File: src/assert_macros.svh
`ifndef ASSERT_MACROS_SVH
`define ASSERT_MACROS_SVH

// Same-cycle implication, checked at every clock edge outside reset.
`define ASSERT_ALWAYS(label, clk, rst, ante, cons, msg) \
  label: assert property (@(posedge clk) disable iff (rst) (ante) |-> (cons)) \
    else $error(msg);

// Next-cycle implication, checked at every clock edge outside reset.
`define ASSERT_NEXT(label, clk, rst, ante, cons, msg) \
  label: assert property (@(posedge clk) disable iff (rst) (ante) |=> (cons)) \
    else $error(msg);

`endif

File: src/rfr_pkg.sv
`default_nettype none

package rfr_pkg;

  localparam logic [7:0] HDR0       = 8'hFA;
  localparam logic [7:0] HDR1       = 8'hFB;
  localparam logic [7:0] FUNC_LIMIT = 8'hF1;

  localparam logic [1:0] STATUS_OK    = 2'd0;
  localparam logic [1:0] STATUS_CKSUM = 2'd1;
  localparam logic [1:0] STATUS_SHORT = 2'd2;
  localparam logic [1:0] STATUS_CLIP  = 2'd3;

  localparam logic KIND_SUMMARY = 1'b0;
  localparam logic KIND_TARGET  = 1'b1;

  localparam int unsigned TARGET_BYTES = 6;
  localparam logic [2:0]  FETCH_LAST   = 3'(TARGET_BYTES - 1);

  typedef struct packed {
    logic sum_init;
    logic sum_add;
    logic func_load;
    logic len_load;
    logic pay_store;
    logic sum_out;
    logic rd_capture;
    logic tgt_out;
  } rfr_cmd_t;

  typedef struct packed {
    logic is_hdr0;
    logic is_hdr1;
    logic func_ok;
    logic len_ok;
    logic len_zero;
    logic rem_one;
    logic sum_last;
    logic fetch_last;
    logic tgt_last;
  } rfr_sts_t;

endpackage

`default_nettype wire

File: src/rfr_ram.sv
`default_nettype none

module rfr_ram #(
  parameter int WIDTH = 8,
  parameter int DEPTH = 49
) (
  input  wire logic                     clk,
  input  wire logic                     we,
  input  wire logic [$clog2(DEPTH)-1:0] waddr,
  input  wire logic [WIDTH-1:0]         wdata,
  input  wire logic [$clog2(DEPTH)-1:0] raddr,
  output logic      [WIDTH-1:0]         rdata
);

  logic [WIDTH-1:0] mem [DEPTH];

  always_ff @(posedge clk) begin
    if (we) begin
      mem[waddr] <= wdata;
    end
    rdata <= mem[raddr];
  end

endmodule

`default_nettype wire

File: src/rfr_ctrl.sv
`default_nettype none

module rfr_ctrl (
  input  wire logic              clk,
  input  wire logic              rst,
  input  wire logic              in_valid,
  output logic                   in_ready,
  output logic                   out_valid,
  input  wire logic              out_ready,
  input  wire rfr_pkg::rfr_sts_t sts,
  output rfr_pkg::rfr_cmd_t      cmd
);

  import rfr_pkg::*;

  typedef enum logic [3:0] {
    S_HUNT,
    S_HDR1,
    S_FUNC,
    S_LEN,
    S_PAY,
    S_CHECK,
    S_ADDR,
    S_DATA,
    S_WAIT
  } state_t;

  state_t state;
  logic   in_acc;
  logic   out_free;

  always_comb begin
    in_ready = (state inside {S_HUNT, S_HDR1, S_FUNC, S_LEN, S_PAY}) ||
               (state == S_CHECK && !out_valid);
    in_acc   = in_valid && in_ready;
    out_free = !out_valid || out_ready;

    cmd.sum_init   = in_acc && state == S_HUNT && sts.is_hdr0;
    cmd.sum_add    = in_acc && ((state == S_HDR1 && sts.is_hdr1) ||
                                (state == S_FUNC && sts.func_ok) ||
                                (state == S_LEN && sts.len_ok) ||
                                state == S_PAY);
    cmd.func_load  = in_acc && state == S_FUNC && sts.func_ok;
    cmd.len_load   = in_acc && state == S_LEN && sts.len_ok;
    cmd.pay_store  = in_acc && state == S_PAY;
    cmd.sum_out    = in_acc && state == S_CHECK;
    cmd.rd_capture = state == S_DATA;
    cmd.tgt_out    = state == S_WAIT && out_free;
  end

  always_ff @(posedge clk) begin
    if (rst) begin
      state     <= S_HUNT;
      out_valid <= 1'b0;
    end else begin
      if (cmd.sum_out || cmd.tgt_out) begin
        out_valid <= 1'b1;
      end else if (out_ready) begin
        out_valid <= 1'b0;
      end

      case (state)
        S_HUNT: begin
          if (in_acc && sts.is_hdr0) begin
            state <= S_HDR1;
          end
        end
        S_HDR1: begin
          if (in_acc) begin
            state <= sts.is_hdr1 ? S_FUNC : S_HUNT;
          end
        end
        S_FUNC: begin
          if (in_acc) begin
            state <= sts.func_ok ? S_LEN : S_HUNT;
          end
        end
        S_LEN: begin
          if (in_acc) begin
            if (!sts.len_ok) begin
              state <= S_HUNT;
            end else begin
              state <= sts.len_zero ? S_CHECK : S_PAY;
            end
          end
        end
        S_PAY: begin
          if (in_acc && sts.rem_one) begin
            state <= S_CHECK;
          end
        end
        S_CHECK: begin
          if (in_acc) begin
            state <= sts.sum_last ? S_HUNT : S_ADDR;
          end
        end
        S_ADDR: begin
          state <= S_DATA;
        end
        S_DATA: begin
          state <= sts.fetch_last ? S_WAIT : S_ADDR;
        end
        S_WAIT: begin
          if (out_free) begin
            state <= sts.tgt_last ? S_HUNT : S_ADDR;
          end
        end
        default: begin
          state <= S_HUNT;
        end
      endcase
    end
  end

`include "assert_macros.svh"

  `ASSERT_NEXT(a_summary_raises_valid, clk, rst, cmd.sum_out, out_valid, "summary not presented")
  `ASSERT_ALWAYS(a_load_into_free_reg, clk, rst, cmd.sum_out || cmd.tgt_out, !out_valid || out_ready, "result overwritten before transaction")
  `ASSERT_ALWAYS(a_no_input_while_fetching, clk, rst, state == S_ADDR || state == S_DATA || state == S_WAIT, !in_ready, "input taken during target fetch")

endmodule

`default_nettype wire

File: src/rfr_datapath.sv
`default_nettype none

module rfr_datapath #(
  parameter int MAX_PAYLOAD = 49,
  parameter int MAX_TARGETS = 7
) (
  input  wire logic              clk,
  input  wire logic [7:0]        rx_byte,
  input  wire rfr_pkg::rfr_cmd_t cmd,
  output rfr_pkg::rfr_sts_t      sts,
  output logic                   record_kind,
  output logic [1:0]             status,
  output logic [7:0]             function_code,
  output logic                   hold_release,
  output logic signed [7:0]      height_delta,
  output logic [7:0]             target_count,
  output logic [2:0]             target_index,
  output logic [15:0]            distance,
  output logic [31:0]            level,
  output logic                   last
);

  import rfr_pkg::*;

  localparam int LEN_W  = $clog2(MAX_PAYLOAD + 1);
  localparam int ADDR_W = $clog2(MAX_PAYLOAD);
  localparam int AV_W   = $clog2(MAX_PAYLOAD / TARGET_BYTES + 1);
  localparam int EMIT_W = $clog2(MAX_TARGETS + 1);

  logic [7:0]        running_sum;
  logic [7:0]        func_byte;
  logic [LEN_W-1:0]  frame_len;
  logic [LEN_W-1:0]  remaining;
  logic [ADDR_W-1:0] wr_addr;
  logic [ADDR_W-1:0] rd_addr;
  logic [7:0]        height_byte;
  logic [7:0]        count_byte;
  logic [2:0]        grp_pos;
  logic [AV_W-1:0]   avail;
  logic [EMIT_W-1:0] emit_reg;
  logic [EMIT_W-1:0] tgt_idx;
  logic [2:0]        fetch_cnt;
  logic [47:0]       target_bytes;
  logic [7:0]        rd_data;

  logic              chk_err;
  logic              func_zero;
  logic              short_pay;
  logic [7:0]        emit_a;
  logic [7:0]        emit_b;
  logic [1:0]        sum_status;
  logic [7:0]        sum_height;
  logic [7:0]        sum_count;

  rfr_ram #(
    .WIDTH(8),
    .DEPTH(MAX_PAYLOAD)
  ) u_payload_ram (
    .clk  (clk),
    .we   (cmd.pay_store),
    .waddr(wr_addr),
    .wdata(rx_byte),
    .raddr(rd_addr),
    .rdata(rd_data)
  );

  always_comb begin
    chk_err   = running_sum != rx_byte;
    func_zero = func_byte == 8'd0;
    short_pay = frame_len < LEN_W'(2);
    emit_a    = (count_byte < 8'(avail)) ? count_byte : 8'(avail);
    emit_b    = (emit_a < 8'(MAX_TARGETS)) ? emit_a : 8'(MAX_TARGETS);

    sum_height = 8'd0;
    sum_count  = 8'd0;
    if (chk_err) begin
      sum_status = STATUS_CKSUM;
    end else if (func_zero) begin
      sum_status = STATUS_OK;
    end else if (short_pay) begin
      sum_status = STATUS_SHORT;
      sum_height = (frame_len != '0) ? height_byte : 8'd0;
    end else begin
      sum_status = (emit_b < count_byte) ? STATUS_CLIP : STATUS_OK;
      sum_height = height_byte;
      sum_count  = count_byte;
    end

    sts.is_hdr0    = rx_byte == HDR0;
    sts.is_hdr1    = rx_byte == HDR1;
    sts.func_ok    = rx_byte < FUNC_LIMIT;
    sts.len_ok     = rx_byte <= 8'(MAX_PAYLOAD);
    sts.len_zero   = rx_byte == 8'd0;
    sts.rem_one    = remaining == LEN_W'(1);
    sts.sum_last   = chk_err || func_zero || short_pay || emit_b == 8'd0;
    sts.fetch_last = fetch_cnt == FETCH_LAST;
    sts.tgt_last   = tgt_idx == emit_reg - EMIT_W'(1);
  end

  always_ff @(posedge clk) begin
    if (cmd.sum_init) begin
      running_sum <= rx_byte;
    end else if (cmd.sum_add) begin
      running_sum <= running_sum + rx_byte;
    end

    if (cmd.func_load) begin
      func_byte <= rx_byte;
    end

    if (cmd.len_load) begin
      frame_len <= LEN_W'(rx_byte);
      remaining <= LEN_W'(rx_byte);
      wr_addr   <= '0;
      grp_pos   <= 3'd0;
      avail     <= '0;
    end else if (cmd.pay_store) begin
      wr_addr   <= wr_addr + ADDR_W'(1);
      remaining <= remaining - LEN_W'(1);
      if (wr_addr == '0) begin
        height_byte <= rx_byte;
      end
      if (wr_addr == ADDR_W'(1)) begin
        count_byte <= rx_byte;
      end
      if (wr_addr >= ADDR_W'(2)) begin
        if (grp_pos == FETCH_LAST) begin
          grp_pos <= 3'd0;
          avail   <= avail + AV_W'(1);
        end else begin
          grp_pos <= grp_pos + 3'd1;
        end
      end
    end

    if (cmd.sum_out) begin
      record_kind   <= KIND_SUMMARY;
      status        <= sum_status;
      function_code <= func_byte;
      hold_release  <= !chk_err && func_zero;
      height_delta  <= sum_height;
      target_count  <= sum_count;
      target_index  <= 3'd0;
      distance      <= 16'd0;
      level         <= 32'd0;
      last          <= sts.sum_last;
      emit_reg      <= EMIT_W'(emit_b);
      tgt_idx       <= '0;
      rd_addr       <= ADDR_W'(2);
      fetch_cnt     <= 3'd0;
    end else if (cmd.rd_capture) begin
      target_bytes <= {target_bytes[39:0], rd_data};
      rd_addr      <= rd_addr + ADDR_W'(1);
      fetch_cnt    <= fetch_cnt + 3'd1;
    end else if (cmd.tgt_out) begin
      record_kind   <= KIND_TARGET;
      status        <= STATUS_OK;
      function_code <= func_byte;
      hold_release  <= 1'b0;
      height_delta  <= 8'sd0;
      target_count  <= 8'd0;
      target_index  <= 3'(tgt_idx);
      distance      <= target_bytes[47:32];
      level         <= target_bytes[31:0];
      last          <= sts.tgt_last;
      tgt_idx       <= tgt_idx + EMIT_W'(1);
      fetch_cnt     <= 3'd0;
    end
  end

endmodule

`default_nettype wire

File: src/radar_frame_receiver.sv
// Header, function, length and payload bytes are taken one per cycle with no result.
// The checksum byte puts the frame summary in the output register on the next cycle.
// Each target record then takes six payload RAM reads, each an address state and a data state,
// and a wait state that loads the output register once it is free.
// A frame end holds the input while its target records are fetched and loaded, stalls included.
// Synchronous rst returns the parser to hunting and empties the output; the RAM is not cleared.
`default_nettype none

module radar_frame_receiver #(
  parameter int MAX_PAYLOAD = 49,
  parameter int MAX_TARGETS = 7
) (
  input  wire logic        clk,
  input  wire logic        rst,
  input  wire logic        in_valid,
  output logic             in_ready,
  input  wire logic [7:0]  rx_byte,
  output logic             out_valid,
  input  wire logic        out_ready,
  output logic             record_kind,
  output logic [1:0]       status,
  output logic [7:0]       function_code,
  output logic             hold_release,
  output logic signed [7:0] height_delta,
  output logic [7:0]       target_count,
  output logic [2:0]       target_index,
  output logic [15:0]      distance,
  output logic [31:0]      level,
  output logic             last
);

  import rfr_pkg::*;

  rfr_cmd_t cmd;
  rfr_sts_t sts;

  rfr_ctrl u_ctrl (
    .clk      (clk),
    .rst      (rst),
    .in_valid (in_valid),
    .in_ready (in_ready),
    .out_valid(out_valid),
    .out_ready(out_ready),
    .sts      (sts),
    .cmd      (cmd)
  );

  rfr_datapath #(
    .MAX_PAYLOAD(MAX_PAYLOAD),
    .MAX_TARGETS(MAX_TARGETS)
  ) u_datapath (
    .clk          (clk),
    .rx_byte      (rx_byte),
    .cmd          (cmd),
    .sts          (sts),
    .record_kind  (record_kind),
    .status       (status),
    .function_code(function_code),
    .hold_release (hold_release),
    .height_delta (height_delta),
    .target_count (target_count),
    .target_index (target_index),
    .distance     (distance),
    .level        (level),
    .last         (last)
  );

endmodule

`default_nettype wire

File: config.mk
export PLATFORM = sky130hd
export DESIGN_NAME = radar_frame_receiver
export DESIGN_NICKNAME = d
export VERILOG_FILES = /design/src/rfr_pkg.sv /design/src/rfr_ram.sv /design/src/rfr_ctrl.sv /design/src/rfr_datapath.sv /design/src/radar_frame_receiver.sv
export VERILOG_INCLUDE_DIRS = /design/src /design/src/src
export SDC_FILE = /design/constraint.sdc
export NUM_CORES = 1
export LEC_CHECK = 0
export ABC_CLOCK_PERIOD_IN_PS = 8340
export BUFFER_PORTS_ARGS = -buffer_cell sky130_fd_sc_hd__buf_2
export CORE_MARGIN = 2
export CORE_UTILIZATION = 45
export DETAILED_ROUTE_END_ITERATION = 16
export SLEW_MARGIN = 30
export SYNTH_ARGS = -nofsm -noshare
export SYNTH_HDL_FRONTEND = slang
export SYNTH_SLANG_ARGS = --single-unit
File: constraint.sdc
create_clock -name clk -period 8.34 [get_ports clk]
set_clock_uncertainty 0.15 [all_clocks]
set_input_delay 0 -clock clk [delete_from_list [all_inputs] [get_ports clk]]
set_output_delay 0 -clock clk [all_outputs]
set_load 0.02 [all_outputs]
==> results.py <==
metrics = {
    "outcome": {
        "status": "finished, final reports clean",
    },
    "routing": {
        "first_pass_iters": 6,
        "dr_total_vias": 12300,
        "drt_wl_total_um": 49400,
        "antenna_left": 0,
        "drt_iter0_markers": 1168,
        "drt-wirelength-per-cell_um": 21.9,
        "via_per_inst": 5.46,
        "route.detailed.drc": 0,
    },
    "power": {
        "p_per_area_mw_per_mm2": 233,
        "switchingPower_uw": 1260,
        "p_clk_frac": 0.453,
        "p_leak_uw": 0.00940,
        "p_comb_frac": 0.024,
        "p_seq_frac": 0.523,
        "vdd_drop_max_mv": 0.168,
        "internal_power_uw": 5030,
        "switching_share": 0.201,
    },
    "grt": {
        "grt_max_degree": 69,
        "grt_overflow": 0,
        "globalRouteTotalUtil": 0.184,
        "grt_pass1_wl_um": 74700,
        "grt_pass1_vias": 12100,
        "antenna_found_initial": 0,
    },
    "clocking": {
        "cts.sinks": 605,
        "cts-buffers-inserted": 61,
        "worst_skew_pair.late_latency_ns": 0.63,
        "cts_tree": "yes",
        "clk_path_buf_depth": 3,
        "htreeDepth": 2,
        "ctsResizeCount": 0,
        "clock-root-buffer": "clkbuf_16",
        "cts.clk_slew.worst_paths_ns": 0.06,
    },
    "die": {
        "rows": 83,
        "fp.dieW_um": 233,
        "die_h_um": 233,
        "initial_core_util": 0.456,
        "die-area_mm2": 0.0541,
        "core_area_mm2": 0.0515,
        "io_pins": 94,
    },
    "cells_and_area": {
        "fin_nets": 1567,
        "largest_register_ffs": 392,
        "drive_above_1_share": 0.216,
        "area_growth_pct": 15.0,
        "top_register": "u_datapath.u_payload_ram.mem",
        "multiInputGateArea_mm2": 0.00594,
        "num-fill-cells": 4156,
        "stdcell_count": 2259,
        "seq_area_mm2": 0.0173,
        "reg_top3": "u_datapath.u_payload_ram.mem (392), u_datapath.target_bytes (48), u_datapath.level (32)",
    },
    "synth": {
        "synth_edf_count": 515,
        "ys_seq_area_frac": 0.734,
        "yosysTopAreaCellShare": 0.658,
        "synthDistinctLibCells": 61,
        "ys.flop_type": "edfxtp_1",
        "synth_top_family_by_area": "multiplexers",
        "synth.largest_area_cell": "edfxtp_1",
        "synthMuxAreaShare": 0.118,
        "synthSimpleGateAreaFrac": 0.0692,
        "ys_async_sr_fraction": 0,
        "synthCells": 1399,
        "syn_avg_cell_area_um2": 16.8,
        "ys_ff_latch": 605,
        "synth_fa_ha_area_frac": 0.0158,
        "synth_area_mm2": 0.0235,
        "yosysWarningCount": 0,
        "synth-compound-area-share": 0.0356,
        "synth-xor-area-share": 0.0112,
        "synth_area_leaders": "edfxtp_1, mux4_2, dfxtp_1",
    },
    "critical_path": {
        "critPathTopFamily": "buffers and inverters",
        "regToRegEndpoint": "u_datapath.u_payload_ram.rdata[4]",
        "cp_slowest_stage_delay_ns": 0.71,
        "critical_path.cell_chain": "buf_4 -> buf_4 -> mux4_2 -> mux2i_1 -> a22oi_1 -> nand2_1 -> a21oi_1",
        "ff2ff_setup_slack_ns": 4.76,
        "critPathArrivalTime_ns": 3.92,
        "cpMostUsedCell": "buf_4",
        "reg2reg_depth": 7,
        "reg2reg_from": "u_datapath.rd_addr[1]",
        "startpoint_type": "flop",
        "crit_type": "reg2reg",
        "required_ns": 8.68,
        "path_max_fanout": 40,
        "end_kind": "flop",
        "cpMaxStageDelayCell": "buf_4",
        "crit_buf_inv": 2,
    },
    "timing": {
        "min_period_over_period": 0.429,
        "slew_violations": 0,
        "min_period_ns": 3.58,
        "hold_violations": 0,
        "tightest_slew_ns": 0.940,
        "rsz0062_at_grt": "no",
        "finalSetupViolCount": 0,
        "finalSetupTns_ns": 0,
        "slew_headroom": 0.371,
        "max_freq_ghz": 0.279,
    },
    "min_path": {
        "holdPathEnd": "u_ctrl.out_valid",
        "hold_depth": 4,
        "hp-class": "in2reg",
        "min_from": "out_ready",
    },
    "job": {
        "drv_cap": 0,
    },
    "place": {
        "port_buffers": 93,
        "placed_cells": 2129,
        "hpwl_um": 30300,
        "finalWeightedCongestion": 0.776,
    },
}
## metrics by stage
stage / cell area [µm²] / power, µW / setup slack [ns] / hold WS (ns) / utilization
final: 27000 / 6290 / 4.76 / 0.208 / 0.525
after global routing: 27000 / 6470 / 4.50 / 0.208 / 0.525
after CTS: 27000 / 6340 / 4.64 / 0.176 / 0.525
after detailed placement: 24800 / 3500 / 4.67 / 0.121 / 0.480
after global placement: 24700 / 3500 / 4.62 / 0.113 / 0.480
after floorplan: 23500 / 3430 / 5.48 / -0.0809 / -
## timing repair
item                                   in CTS  in global routing
setup buffers                               0                  0
endpoints found under the hold margin     276                  0
hold buffers                               14                  0
## power by group through the flow
stage / sequential (µW) / clock (µW) / combinational, µW
after floorplan: 3350 / 0 / 82.2
after global placement: 3360 / 0 / 141
after detailed placement: 3360 / 0 / 145
after CTS: 3290 / 2900 / 150
after global routing: 3290 / 3020 / 163
final: 3290 / 2850 / 148
## cells in the final DEF, fill, tap and decap left out, types with 16 or more instances in the layout
cell and count:
edfxtp_1 515, nand2_1 150, mux4_2 104, nor2_1 99
buf_2 93, dfxtp_1 85, a21oi_1 78, clkbuf_16 64
mux2i_1 43, ha_1 28, inv_1 22, nor3_1 18
buf_4 18, a22oi_1 16, xor2_1 16
## cells by family after synthesis
| kind of cell | count (synthesis) |
|---|---|
| AO/OA/AOI/OAI | 140 |
| XOR/XNOR | 30 |
| adder cells (fa/ha/maj) | 29 |
| buffers and inverters | 88 |
| flip-flops | 605 |
| multiplexers | 148 |
| other | 1 |
| AND/OR/NAND/NOR | 358 |
## worst min-delay path: cells and delay by family
family	cells	cell delay (ns)
buffers and inverters	2	0.62
AND/OR/NAND/NOR	1	0.19
AO/OA/AOI/OAI	1	0.11
## layout make-up
class	count	share of cell area
flip-flops and latches	605	0.639
clock buffers	76	0.0628
inverters	24	0.00333
multi-input cells	709	0.220
well taps	680	0.0315
diodes	1	0.0000926
repair buffers	125	0.0274
clock inverters	39	0.0160
## metal layers
layer,wire length [µm],vias to the layer above,GRT usage
li1,-,5633,-
met1,22000,6260,0.264
met2,23500,384,0.291
met3,3170,59,0.0374
met4,771,0,0.0432
met5,0,-,0
## worst max path at each step
stage,slack [ns],start,to,cells after the start
floorplan,5.48,u_ctrl.state[0],u_datapath.rd_addr[5],8
global placement,4.62,u_ctrl.state[3],u_datapath.height_delta[3],3
detailed placement,4.67,u_datapath.rd_addr[1],u_datapath.u_payload_ram.rdata[4],7
CTS,4.64,u_datapath.rd_addr[1],u_datapath.u_payload_ram.rdata[4],7
global route,4.50,u_datapath.rd_addr[1],u_datapath.u_payload_ram.rdata[4],7
finish,4.76,u_datapath.rd_addr[1],u_datapath.u_payload_ram.rdata[4],7
## synthesized netlist by cell type (6+ instances only)
library cell  number
buf_1             15
nor2_1           103
nand2_1          152
dfxtp_1           90
nand4_1            8
nor3_1            19
buf_2             19
a22oi_1           16
nand2b_1           9
mux2i_1           43
o21ai_0           14
edfxtp_1         515
ha_1              28
a21oi_1           78
a31oi_1            6
and2_1            13
nand3b_1           6
xnor2_1           14
mux4_2           104
xor2_1            16
clkbuf_1          29
nand3_1           13
inv_1             23
Note: power is estimated with default switching activity, not from simulation.
